## src/hdl/swas_pkg.sv

```systemverilog
// ----------------------------------------------------------------------------
// Sliding window anagram search package
// Request codes and field widths shared by the channel interfaces and the core.
// ----------------------------------------------------------------------------
package swas_pkg;

  localparam int REQ_W    = 2;
  localparam int SYMBOL_W = 8;

  localparam logic [REQ_W-1:0] REQ_START   = 2'd0;
  localparam logic [REQ_W-1:0] REQ_PATTERN = 2'd1;
  localparam logic [REQ_W-1:0] REQ_TEXT    = 2'd2;

endpackage

```

## src/hdl/swas_in_if.sv

```systemverilog
// ----------------------------------------------------------------------------
// Request channel
// Valid/ready channel that carries one request (type and symbol) per transfer.
// ----------------------------------------------------------------------------
interface swas_in_if
  import swas_pkg::*;
();
  logic                valid;
  logic                ready;
  logic [REQ_W-1:0]    req_type;
  logic [SYMBOL_W-1:0] symbol;

  modport source (output valid, output req_type, output symbol, input ready);
  modport sink   (input valid, input req_type, input symbol, output ready);
endinterface

```

## src/hdl/swas_out_if.sv

```systemverilog
// ----------------------------------------------------------------------------
// Result channel
// Valid/ready channel that carries one search result per transfer.
// ----------------------------------------------------------------------------
interface swas_out_if
  import swas_pkg::*;
();
  logic valid;
  logic ready;
  logic match;
  logic found;
  logic pattern_overflow;

  modport source (output valid, output match, output found, output pattern_overflow,
                  input ready);
  modport sink   (input valid, input match, input found, input pattern_overflow,
                  output ready);
endinterface

```

## src/hdl/sliding_window_anagram_search_core.sv

```systemverilog
// Start, pattern and unknown requests go from the idle state to the finish state;
// a text byte passes through the text state first. The finish state registers
// the result once the result register is free; a new request is taken only in
// idle. The difference table has one read port and is updated by read-modify-write.
// Reset is synchronous and clears the control state and table valid bits at once,
// so no clearing pass is needed and the block is ready as reset is released.
// ----------------------------------------------------------------------------
// Sliding window anagram search core
// Reports, for each text byte, whether the window ending there is a
// permutation of the loaded pattern, plus sticky found and overflow flags.
// ----------------------------------------------------------------------------
module sliding_window_anagram_search_core
  import swas_pkg::*;
#(
  parameter int MAX_PATTERN = 64,
  parameter int ALPHABET    = 256
) (
  input  logic       clk,
  input  logic       rst,
  swas_in_if.sink    in_ch,
  swas_out_if.source out_ch
);

  localparam int SYM_W  = (ALPHABET > 1) ? $clog2(ALPHABET) : 1;
  localparam int PTR_W  = (MAX_PATTERN > 1) ? $clog2(MAX_PATTERN) : 1;
  localparam int LEN_W  = $clog2(MAX_PATTERN + 1);
  localparam int DIFF_W = $clog2(MAX_PATTERN + 1) + 1;
  localparam int NZ_W   = $clog2(ALPHABET + 1);
  localparam int SYM_VALUES = 2 ** SYMBOL_W;

  typedef enum logic [1:0] {ST_IDLE, ST_TEXT, ST_FINISH} state_t;

  state_t            state;
  logic [REQ_W-1:0]  req;
  logic [SYM_W-1:0]  sym;
  logic [SYM_W-1:0]  leave;
  logic [DIFF_W-1:0] sym_new;
  logic              full;
  logic [NZ_W-1:0]   nz;
  logic [LEN_W-1:0]  plen;
  logic [LEN_W-1:0]  fill;
  logic [PTR_W-1:0]  head;
  logic              found;
  logic              overflow;
  logic              out_valid;
  logic              out_match;
  logic              out_found;
  logic              out_overflow;

  logic [SYM_W-1:0]  sym_mod [SYM_VALUES];
  logic [SYM_W-1:0]  sym_in;
  logic              accept;
  logic              out_free;
  logic              finish;
  logic [LEN_W:0]    idx_diff;
  logic [LEN_W:0]    idx_sum;
  logic [PTR_W-1:0]  ring_idx;
  logic [PTR_W-1:0]  head_inc;
  logic [SYM_W-1:0]  ring_rd_data;
  logic [SYM_W-1:0]  leave_c;
  logic              tbl_rd_en;
  logic [SYM_W-1:0]  tbl_rd_addr;
  logic [DIFF_W-1:0] tbl_rd_data;
  logic              tbl_wr_en;
  logic [SYM_W-1:0]  tbl_wr_addr;
  logic [DIFF_W-1:0] tbl_wr_data;
  logic              tbl_clear;
  logic [DIFF_W-1:0] diff_inc;
  logic [DIFF_W-1:0] leave_before;
  logic [DIFF_W-1:0] leave_after;
  logic [NZ_W-1:0]   nz_fin;
  logic [LEN_W-1:0]  fill_fin;
  logic              text_match;
  logic              pat_room;

  // Keeps the nonzero-entry count in step with one table update.
  function automatic logic [NZ_W-1:0] nz_adj(input logic [NZ_W-1:0]   n,
                                              input logic [DIFF_W-1:0] b,
                                              input logic [DIFF_W-1:0] a);
    logic [NZ_W-1:0] r;
    r = n;
    if (b == '0 && a != '0) begin
      r = n + NZ_W'(1);
    end else if (b != '0 && a == '0) begin
      r = n - NZ_W'(1);
    end
    return r;
  endfunction

  for (genvar g = 0; g < SYM_VALUES; g++) begin : g_sym_mod
    assign sym_mod[g] = SYM_W'(g % ALPHABET);
  end

  swas_diff_table #(
    .DEPTH (ALPHABET),
    .ADDR_W(SYM_W),
    .DATA_W(DIFF_W)
  ) u_table (
    .clk    (clk),
    .rst    (rst),
    .clear  (tbl_clear),
    .rd_en  (tbl_rd_en),
    .rd_addr(tbl_rd_addr),
    .rd_data(tbl_rd_data),
    .wr_en  (tbl_wr_en),
    .wr_addr(tbl_wr_addr),
    .wr_data(tbl_wr_data)
  );

  swas_window_ring #(
    .DEPTH (MAX_PATTERN),
    .ADDR_W(PTR_W),
    .DATA_W(SYM_W)
  ) u_ring (
    .clk    (clk),
    .rd_en  (accept),
    .rd_addr(ring_idx),
    .rd_data(ring_rd_data),
    .wr_en  (finish && req == REQ_TEXT),
    .wr_addr(head),
    .wr_data(sym)
  );

  always_comb begin
    in_ch.ready = (state == ST_IDLE);
    accept      = in_ch.valid && (state == ST_IDLE);
    out_free    = !out_valid || out_ch.ready;
    finish      = (state == ST_FINISH) && out_free;
    sym_in      = sym_mod[in_ch.symbol];
    pat_room    = (plen < LEN_W'(MAX_PATTERN));

    // Ring slot of the symbol that leaves the window: head minus pattern length.
    idx_diff = (LEN_W + 1)'(head) - (LEN_W + 1)'(plen);
    idx_sum  = idx_diff + (LEN_W + 1)'(MAX_PATTERN);
    ring_idx = idx_diff[LEN_W] ? idx_sum[PTR_W-1:0] : idx_diff[PTR_W-1:0];
    head_inc = (head == PTR_W'(MAX_PATTERN - 1)) ? '0 : head + PTR_W'(1);

    // With an empty pattern the incoming symbol leaves again at once.
    leave_c  = (plen != '0) ? ring_rd_data : sym;
    diff_inc = tbl_rd_data + DIFF_W'(1);

    // The leaving read was issued while the incoming entry was being written.
    leave_before = (leave == sym) ? sym_new : tbl_rd_data;
    leave_after  = leave_before - DIFF_W'(1);
    nz_fin       = full ? nz_adj(nz, leave_before, leave_after) : nz;
    fill_fin     = full ? fill : fill + LEN_W'(1);
    text_match   = (fill_fin == plen) && (nz_fin == '0);

    tbl_rd_en   = accept || (state == ST_TEXT);
    tbl_rd_addr = (state == ST_TEXT) ? leave_c : sym_in;
    tbl_clear   = finish && (req == REQ_START);
    tbl_wr_en   = 1'b0;
    tbl_wr_addr = sym;
    tbl_wr_data = diff_inc;
    if (state == ST_TEXT) begin
      tbl_wr_en = 1'b1;
    end else if (finish && req == REQ_PATTERN) begin
      tbl_wr_en   = pat_room;
      tbl_wr_data = tbl_rd_data - DIFF_W'(1);
    end else if (finish && req == REQ_TEXT) begin
      tbl_wr_en   = full;
      tbl_wr_addr = leave;
      tbl_wr_data = leave_after;
    end
  end

  always_ff @(posedge clk) begin
    if (rst) begin
      state        <= ST_IDLE;
      nz           <= '0;
      plen         <= '0;
      fill         <= '0;
      head         <= '0;
      found        <= 1'b0;
      overflow     <= 1'b0;
      out_valid    <= 1'b0;
    end else begin
      if (finish) begin
        out_valid <= 1'b1;
      end else if (out_valid && out_ch.ready) begin
        out_valid <= 1'b0;
      end
      unique case (state)
        ST_IDLE: begin
          if (accept) begin
            req   <= in_ch.req_type;
            sym   <= sym_in;
            full  <= (fill >= plen);
            state <= (in_ch.req_type == REQ_TEXT) ? ST_TEXT : ST_FINISH;
          end
        end
        ST_TEXT: begin
          leave   <= leave_c;
          sym_new <= diff_inc;
          nz      <= nz_adj(nz, tbl_rd_data, diff_inc);
          state   <= ST_FINISH;
        end
        ST_FINISH: begin
          if (out_free) begin
            out_match <= (req == REQ_TEXT) && text_match;
            state     <= ST_IDLE;
            case (req)
              REQ_START: begin
                nz           <= '0;
                plen         <= '0;
                fill         <= '0;
                head         <= '0;
                found        <= 1'b0;
                overflow     <= 1'b0;
                out_found    <= 1'b0;
                out_overflow <= 1'b0;
              end
              REQ_PATTERN: begin
                if (pat_room) begin
                  nz   <= nz_adj(nz, tbl_rd_data, tbl_rd_data - DIFF_W'(1));
                  plen <= plen + LEN_W'(1);
                end else begin
                  overflow <= 1'b1;
                end
                out_found    <= found;
                out_overflow <= overflow || !pat_room;
              end
              REQ_TEXT: begin
                nz           <= nz_fin;
                fill         <= fill_fin;
                head         <= head_inc;
                found        <= found || text_match;
                out_found    <= found || text_match;
                out_overflow <= overflow;
              end
              default: begin
                out_found    <= found;
                out_overflow <= overflow;
              end
            endcase
          end
        end
        default: begin
          state <= ST_IDLE;
        end
      endcase
    end
  end

  assign out_ch.valid            = out_valid;
  assign out_ch.match            = out_match;
  assign out_ch.found            = out_found;
  assign out_ch.pattern_overflow = out_overflow;

  a_fill_bound : assert property (@(posedge clk) disable iff (rst)
    fill <= plen)
    else $error("window fill exceeds pattern length");

  a_plen_bound : assert property (@(posedge clk) disable iff (rst)
    plen <= LEN_W'(MAX_PATTERN))
    else $error("pattern length exceeds bound");

  a_nz_bound : assert property (@(posedge clk) disable iff (rst)
    nz <= NZ_W'(ALPHABET))
    else $error("nonzero symbol count exceeds alphabet");

  a_match_found : assert property (@(posedge clk) disable iff (rst)
    out_valid && out_match |-> out_found)
    else $error("match reported without found flag");

  a_start_clears : assert property (@(posedge clk) disable iff (rst)
    finish && req == REQ_START |=> !found && !overflow && nz == '0 && plen == '0)
    else $error("start did not clear the search state");

endmodule

```

## src/hdl/swas_diff_table.sv

```systemverilog
// ----------------------------------------------------------------------------
// Symbol difference table
// One-read, one-write synchronous memory with per-entry valid bits, so that
// a single-cycle clear makes every entry read back as zero.
// ----------------------------------------------------------------------------
module swas_diff_table #(
  parameter int DEPTH  = 256,
  parameter int ADDR_W = 8,
  parameter int DATA_W = 8
) (
  input  logic              clk,
  input  logic              rst,
  input  logic              clear,
  input  logic              rd_en,
  input  logic [ADDR_W-1:0] rd_addr,
  output logic [DATA_W-1:0] rd_data,
  input  logic              wr_en,
  input  logic [ADDR_W-1:0] wr_addr,
  input  logic [DATA_W-1:0] wr_data
);

  logic [DATA_W-1:0] mem [DEPTH];
  logic [DEPTH-1:0]  vld;
  logic [DATA_W-1:0] rd_q;

  // A read and a write to the same entry in one cycle return the old value.
  always_ff @(posedge clk) begin
    if (wr_en) begin
      mem[wr_addr] <= wr_data;
    end
    if (rd_en) begin
      rd_q <= vld[rd_addr] ? mem[rd_addr] : '0;
    end
  end

  always_ff @(posedge clk) begin
    if (rst || clear) begin
      vld <= '0;
    end else if (wr_en) begin
      vld[wr_addr] <= 1'b1;
    end
  end

  assign rd_data = rd_q;

endmodule

```

## src/hdl/swas_window_ring.sv

```systemverilog
// ----------------------------------------------------------------------------
// Text window ring
// Synchronous memory that holds the most recent text symbols so that the
// symbol leaving the window can be read back.
// ----------------------------------------------------------------------------
module swas_window_ring #(
  parameter int DEPTH  = 64,
  parameter int ADDR_W = 6,
  parameter int DATA_W = 8
) (
  input  logic              clk,
  input  logic              rd_en,
  input  logic [ADDR_W-1:0] rd_addr,
  output logic [DATA_W-1:0] rd_data,
  input  logic              wr_en,
  input  logic [ADDR_W-1:0] wr_addr,
  input  logic [DATA_W-1:0] wr_data
);

  logic [DATA_W-1:0] mem [DEPTH];
  logic [DATA_W-1:0] rd_q;

  always_ff @(posedge clk) begin
    if (wr_en) begin
      mem[wr_addr] <= wr_data;
    end
    if (rd_en) begin
      rd_q <= mem[rd_addr];
    end
  end

  assign rd_data = rd_q;

endmodule

```

## src/flat_wrapper.sv

```systemverilog
// flat-port wrapper written by rule: the top's interface ports become plain ports
module sliding_window_anagram_search_core_flat import swas_pkg::*;
#(
  parameter int MAX_PATTERN = 64,
  parameter int ALPHABET    = 256
)
  (clk, rst, in_ch_valid, in_ch_req_type, in_ch_symbol, in_ch_ready, out_ch_valid, out_ch_match, out_ch_found, out_ch_pattern_overflow, out_ch_ready);
  swas_in_if in_ch_i ();
  swas_out_if out_ch_i ();
  input  logic clk;
  input  logic rst;
  input wire logic [$bits(in_ch_i.valid)-1:0] in_ch_valid;
  input wire logic [$bits(in_ch_i.req_type)-1:0] in_ch_req_type;
  input wire logic [$bits(in_ch_i.symbol)-1:0] in_ch_symbol;
  output wire logic [$bits(in_ch_i.ready)-1:0] in_ch_ready;
  output wire logic [$bits(out_ch_i.valid)-1:0] out_ch_valid;
  output wire logic [$bits(out_ch_i.match)-1:0] out_ch_match;
  output wire logic [$bits(out_ch_i.found)-1:0] out_ch_found;
  output wire logic [$bits(out_ch_i.pattern_overflow)-1:0] out_ch_pattern_overflow;
  input wire logic [$bits(out_ch_i.ready)-1:0] out_ch_ready;
  assign in_ch_i.valid = in_ch_valid;
  assign in_ch_i.req_type = in_ch_req_type;
  assign in_ch_i.symbol = in_ch_symbol;
  assign in_ch_ready = in_ch_i.ready;
  assign out_ch_valid = out_ch_i.valid;
  assign out_ch_match = out_ch_i.match;
  assign out_ch_found = out_ch_i.found;
  assign out_ch_pattern_overflow = out_ch_i.pattern_overflow;
  assign out_ch_i.ready = out_ch_ready;
  sliding_window_anagram_search_core #(.MAX_PATTERN(MAX_PATTERN), .ALPHABET(ALPHABET)) u_core (.clk(clk), .rst(rst), .in_ch(in_ch_i), .out_ch(out_ch_i));
endmodule
```

## config.mk

```make
export PLATFORM = sky130hd
export DESIGN_NAME = sliding_window_anagram_search_core_flat
export DESIGN_NICKNAME = d
export VERILOG_FILES = /design/src/hdl/swas_pkg.sv /design/src/hdl/swas_in_if.sv /design/src/hdl/swas_out_if.sv /design/src/hdl/sliding_window_anagram_search_core.sv /design/src/hdl/swas_diff_table.sv /design/src/hdl/swas_window_ring.sv /design/src/flat_wrapper.sv
export SDC_FILE = /design/constraint.sdc
export NUM_CORES = 2
export LEC_CHECK = 0
export ABC_AREA = 1
export BUFFER_PORTS_ARGS = -buffer_cell sky130_fd_sc_hd__clkbuf_2
export CORE_MARGIN = 2
export CORE_UTILIZATION = 25
export DETAILED_ROUTE_END_ITERATION = 12
export SYNTH_ARGS = -nofsm -noshare
export SYNTH_HDL_FRONTEND = slang
export SYNTH_SLANG_ARGS = --single-unit
export TNS_END_PERCENT = 20
```

## constraint.sdc

```tcl
create_clock -name clk -period 15.3 [get_ports clk]
set_input_delay 1.53 -clock clk [delete_from_list [all_inputs] [get_ports clk]]
set_output_delay 1.53 -clock clk [all_outputs]
set_load 0.05 [all_outputs]
```

==> out/results.tsv <==
metric	value	unit
xor-xnor portion of the synthesized cell area	0.2957	%
Max Freq	144.7	MHz
I/O pin count	19	
status	finished, final reports clean	
height of the die	692.5	um
WHS	461.4	ps
largest family of logic cells by synthesized area	simple AND/OR/NAND/NOR gates	
fraction of layout cells with a size suffix above 1	7.129	%
synthesized cell area	118500	um2
iteration-0 DRC count of the detailed router	9287	
CTS buffer count	308	
H-tree depth	5	
Post-Syn Nets	10138	
simple-gate share of the synthesized area	14.99	%
Post-Synthesis Cells	10091	
Antenna Nets Post-Route	0	
post-placement cell area	124700	um2
P_leak	43.31	nW
Slew @ Worst Pin	1244	ps
Avg Vias per Cell	4.805	
Worst setup SP type	register	
Final WS setup	8391	ps
maximum capacitance violations	0	
Slew HR	16.52	%
initial core utilization	25.14	%
Area growth syn-to-layout	13.86	%
count of cell types in the netlist	61	
Final #Nets	9900	
CP Capture Type	register	
GRT Total Usage	12.95	%
RSZ-0062 raised after global routing	false	
register area share after synthesis	70.94	%
GP Congestion	0.8268	
via count	78514	
Worst EP required	16060	ps
CTS resizes	0	
clk sinks	2896	
flip-flop and latch count after synthesis	2896	
CP Max Fanout	82	
core area	471400	um2
Setup CP Type	reg -> reg	
total power	18.43	mW
mux cell area share after synthesis	0.5882	%
clk_skew	80.65	ps
Routed WL	326200	um
crit path time final	6909	ps
YS warnings	0	
final hold vios	0	
remaining global-route overflow	0	
DIE AREA	479500	um2
worst slack at placement	8013	ps
worst hold path type	reg -> reg	
pin count of the biggest net entering global routing	211	
per-cell routed wire length	19.96	um
TritonCTS clock tree	built	
arrival time worst endpoint	7670	ps
fin area	134900	um2
Setup Total Neg Slack	0	ps
Slew Limit Fails	0	
Die Width	692.5	um
IO Port Bufs	18	
hpwl dp	176900	um
Synth Flop Type	edfxtp_1	
clock transition at the registers of the reported paths	60	ps
setup violators final	0	
DR pass1 iterations	6	
Cell Pwr Density	136.6	nW/um2
Post-Synth Adder-Cell Area	0.3548	%
VDD IR max	0.09606	mV
drt drc	0	
Clock Latency Late Sink	930	ps
Compound-Gate Fraction of Synth Area	9.621	%
asr flop ratio synth	0	%
CTS root buf	clkbuf_16	
global-route wire length before repair	482700	um
number of global-route vias before repair	72962	
Syn Area/Cell	11.74	um2
maximum clock insertion buffer count	4	
post-CTS setup repair buffer count	0	
initial antenna violation count	7	
# rows	252	
fin crit share	45.16	%
hold_buf cts	0	
EDFF count, synth	2606	
-- cell usage after synthesis, types with 3 or more instances --
cell type | n | area [um2]
a211oi_1 | 17 | 127.6
a21boi_0 | 7 | 52.55
a21oi_1 | 63 | 315.3
a221oi_1 | 10 | 87.58
a31oi_1 | 11 | 68.82
buf_1 | 61 | 229.0
buf_2 | 214 | 1071
buf_4 | 20 | 150.1
buf_6 | 8 | 90.09
clkbuf_1 | 376 | 1411
clkinv_1 | 4 | 15.01
dfxtp_1 | 290 | 5806
edfxtp_1 | 2606 | 78260
ha_1 | 32 | 400.4
inv_1 | 167 | 626.9
inv_2 | 51 | 191.4
mux2i_1 | 64 | 640.6
nand2_1 | 889 | 3337
nand2_2 | 3 | 18.77
nand3_1 | 664 | 3323
nand3b_1 | 13 | 97.59
nand4_1 | 8 | 50.05
nor2_1 | 2773 | 10410
nor2_2 | 45 | 281.5
nor2_4 | 3 | 33.78
nor3_1 | 18 | 90.09
o211ai_1 | 4 | 30.03
o21a_1 | 4 | 30.03
o21ai_0 | 718 | 3593
o21ai_1 | 60 | 300.3
o21ai_2 | 7 | 61.31
o21bai_1 | 118 | 885.9
o221ai_1 | 64 | 560.5
o22ai_1 | 121 | 757.0
o31ai_1 | 4 | 30.03
o32ai_1 | 504 | 4414
or2_2 | 3 | 18.77
xnor2_1 | 10 | 87.58
xor2_1 | 30 | 262.8
-- area by class of cell --
type,instances,area (um2)
diodes,3,7.507
clock buffers,429,8566
clock inverters,141,1637
fillers,47683,336500
inverters,224,873.3
multi-input cells,6290,30830
flip-flops and latches,2896,84060
well taps,6223,7786
repair buffers,133,1154
-- state kept, by name, summed over array words and instances (netlist names), 2 cells and up --
signal                  count
u_core.u_table.mem       2048
u_core.u_ring.mem         512
u_core.u_table.vld        256
u_core.nz                   9
u_core.leave                8
u_core.sym                  8
u_core.sym_new              8
u_core.u_ring.rd_data       8
u_core.u_table.rd_data      8
u_core.fill                 7
u_core.plen                 7
u_core.head                 6
u_core.req                  2
u_core.state                2
-- metal layers --
metal,wire (um),track usage (%)
met4,10470,4.287
met5,0,0
met3,27410,2.218
met1,140900,18.14
met2,147400,20.28
-- worst max-delay path, stage by stage (launching register included) --
cell	delay, ps
dfxtp_1	310
inv_1	90
ha_1	150
buf_4	330
inv_1	400
o21ai_4	290
buf_4	520
buf_4	600
buf_4	680
buf_4	800
buf_4	850
nor2_1	100
o32ai_1	300
nand2_1	80
nand3_1	100
nand3_1	110
nand3_1	130
nand3_1	210
nand3_1	140
nand2_1	210
nor2_1	180
-- final timing paths --
kind / from / endpoint / slack (ps) / cells after the start
setup / recovery: u_core.state[1] / u_core.u_table.rd_data[3] / 8390 / 20
hold / removal: u_core.u_table.vld[24] / u_core.u_table.vld[24] / 460 / 2
setup reg to reg: u_core.state[1] / u_core.u_table.rd_data[3] / 8390 / 20
hold reg to reg: u_core.u_table.vld[24] / u_core.u_table.vld[24] / 460 / 2
-- metrics by stage --
stage               util, %  instances
floorplan                 -      10091
global placement      26.46      15766
detailed placement    26.46      15766
CTS                   28.62      16336
global route          28.62      16336
finish                28.62      16339
-- power breakdown --
group | switching, mW | leakage (nW) | internal, mW
logic | 1.48 | 12.6 | 0.389
registers | 0.0341 | 25.8 | 9.02
clock network | 3.20 | 4.95 | 4.30
-- cell families (layout without fill, tap and decap cells) --
family	after synthesis	after routing
AO/OA/AOI/OAI	1721	1721
XOR/XNOR	40	40
adder cells (fa/ha/maj)	33	33
buffers and inverters	905	927
flip-flops	2896	2896
multiplexers	68	68
other	0	3
AND/OR/NAND/NOR	4428	4428
-- layout by cell type (no fill, tap or decap), drive strengths merged, types with 19 or more instances in the layout --
cell type / count
nor2: 2823
edfxtp: 2606
nand2: 893
o21ai: 786
nand3: 665
o32ai: 504
clkbuf: 447
dfxtp: 290
inv: 231
o22ai: 121
o21bai: 118
buf: 115
clkinv: 107
mux2i: 65
o221ai: 64
a21oi: 63
ha: 32
xor2: 30
bufinv: 20
nor3: 19
(Power assumes the default switching activity.)
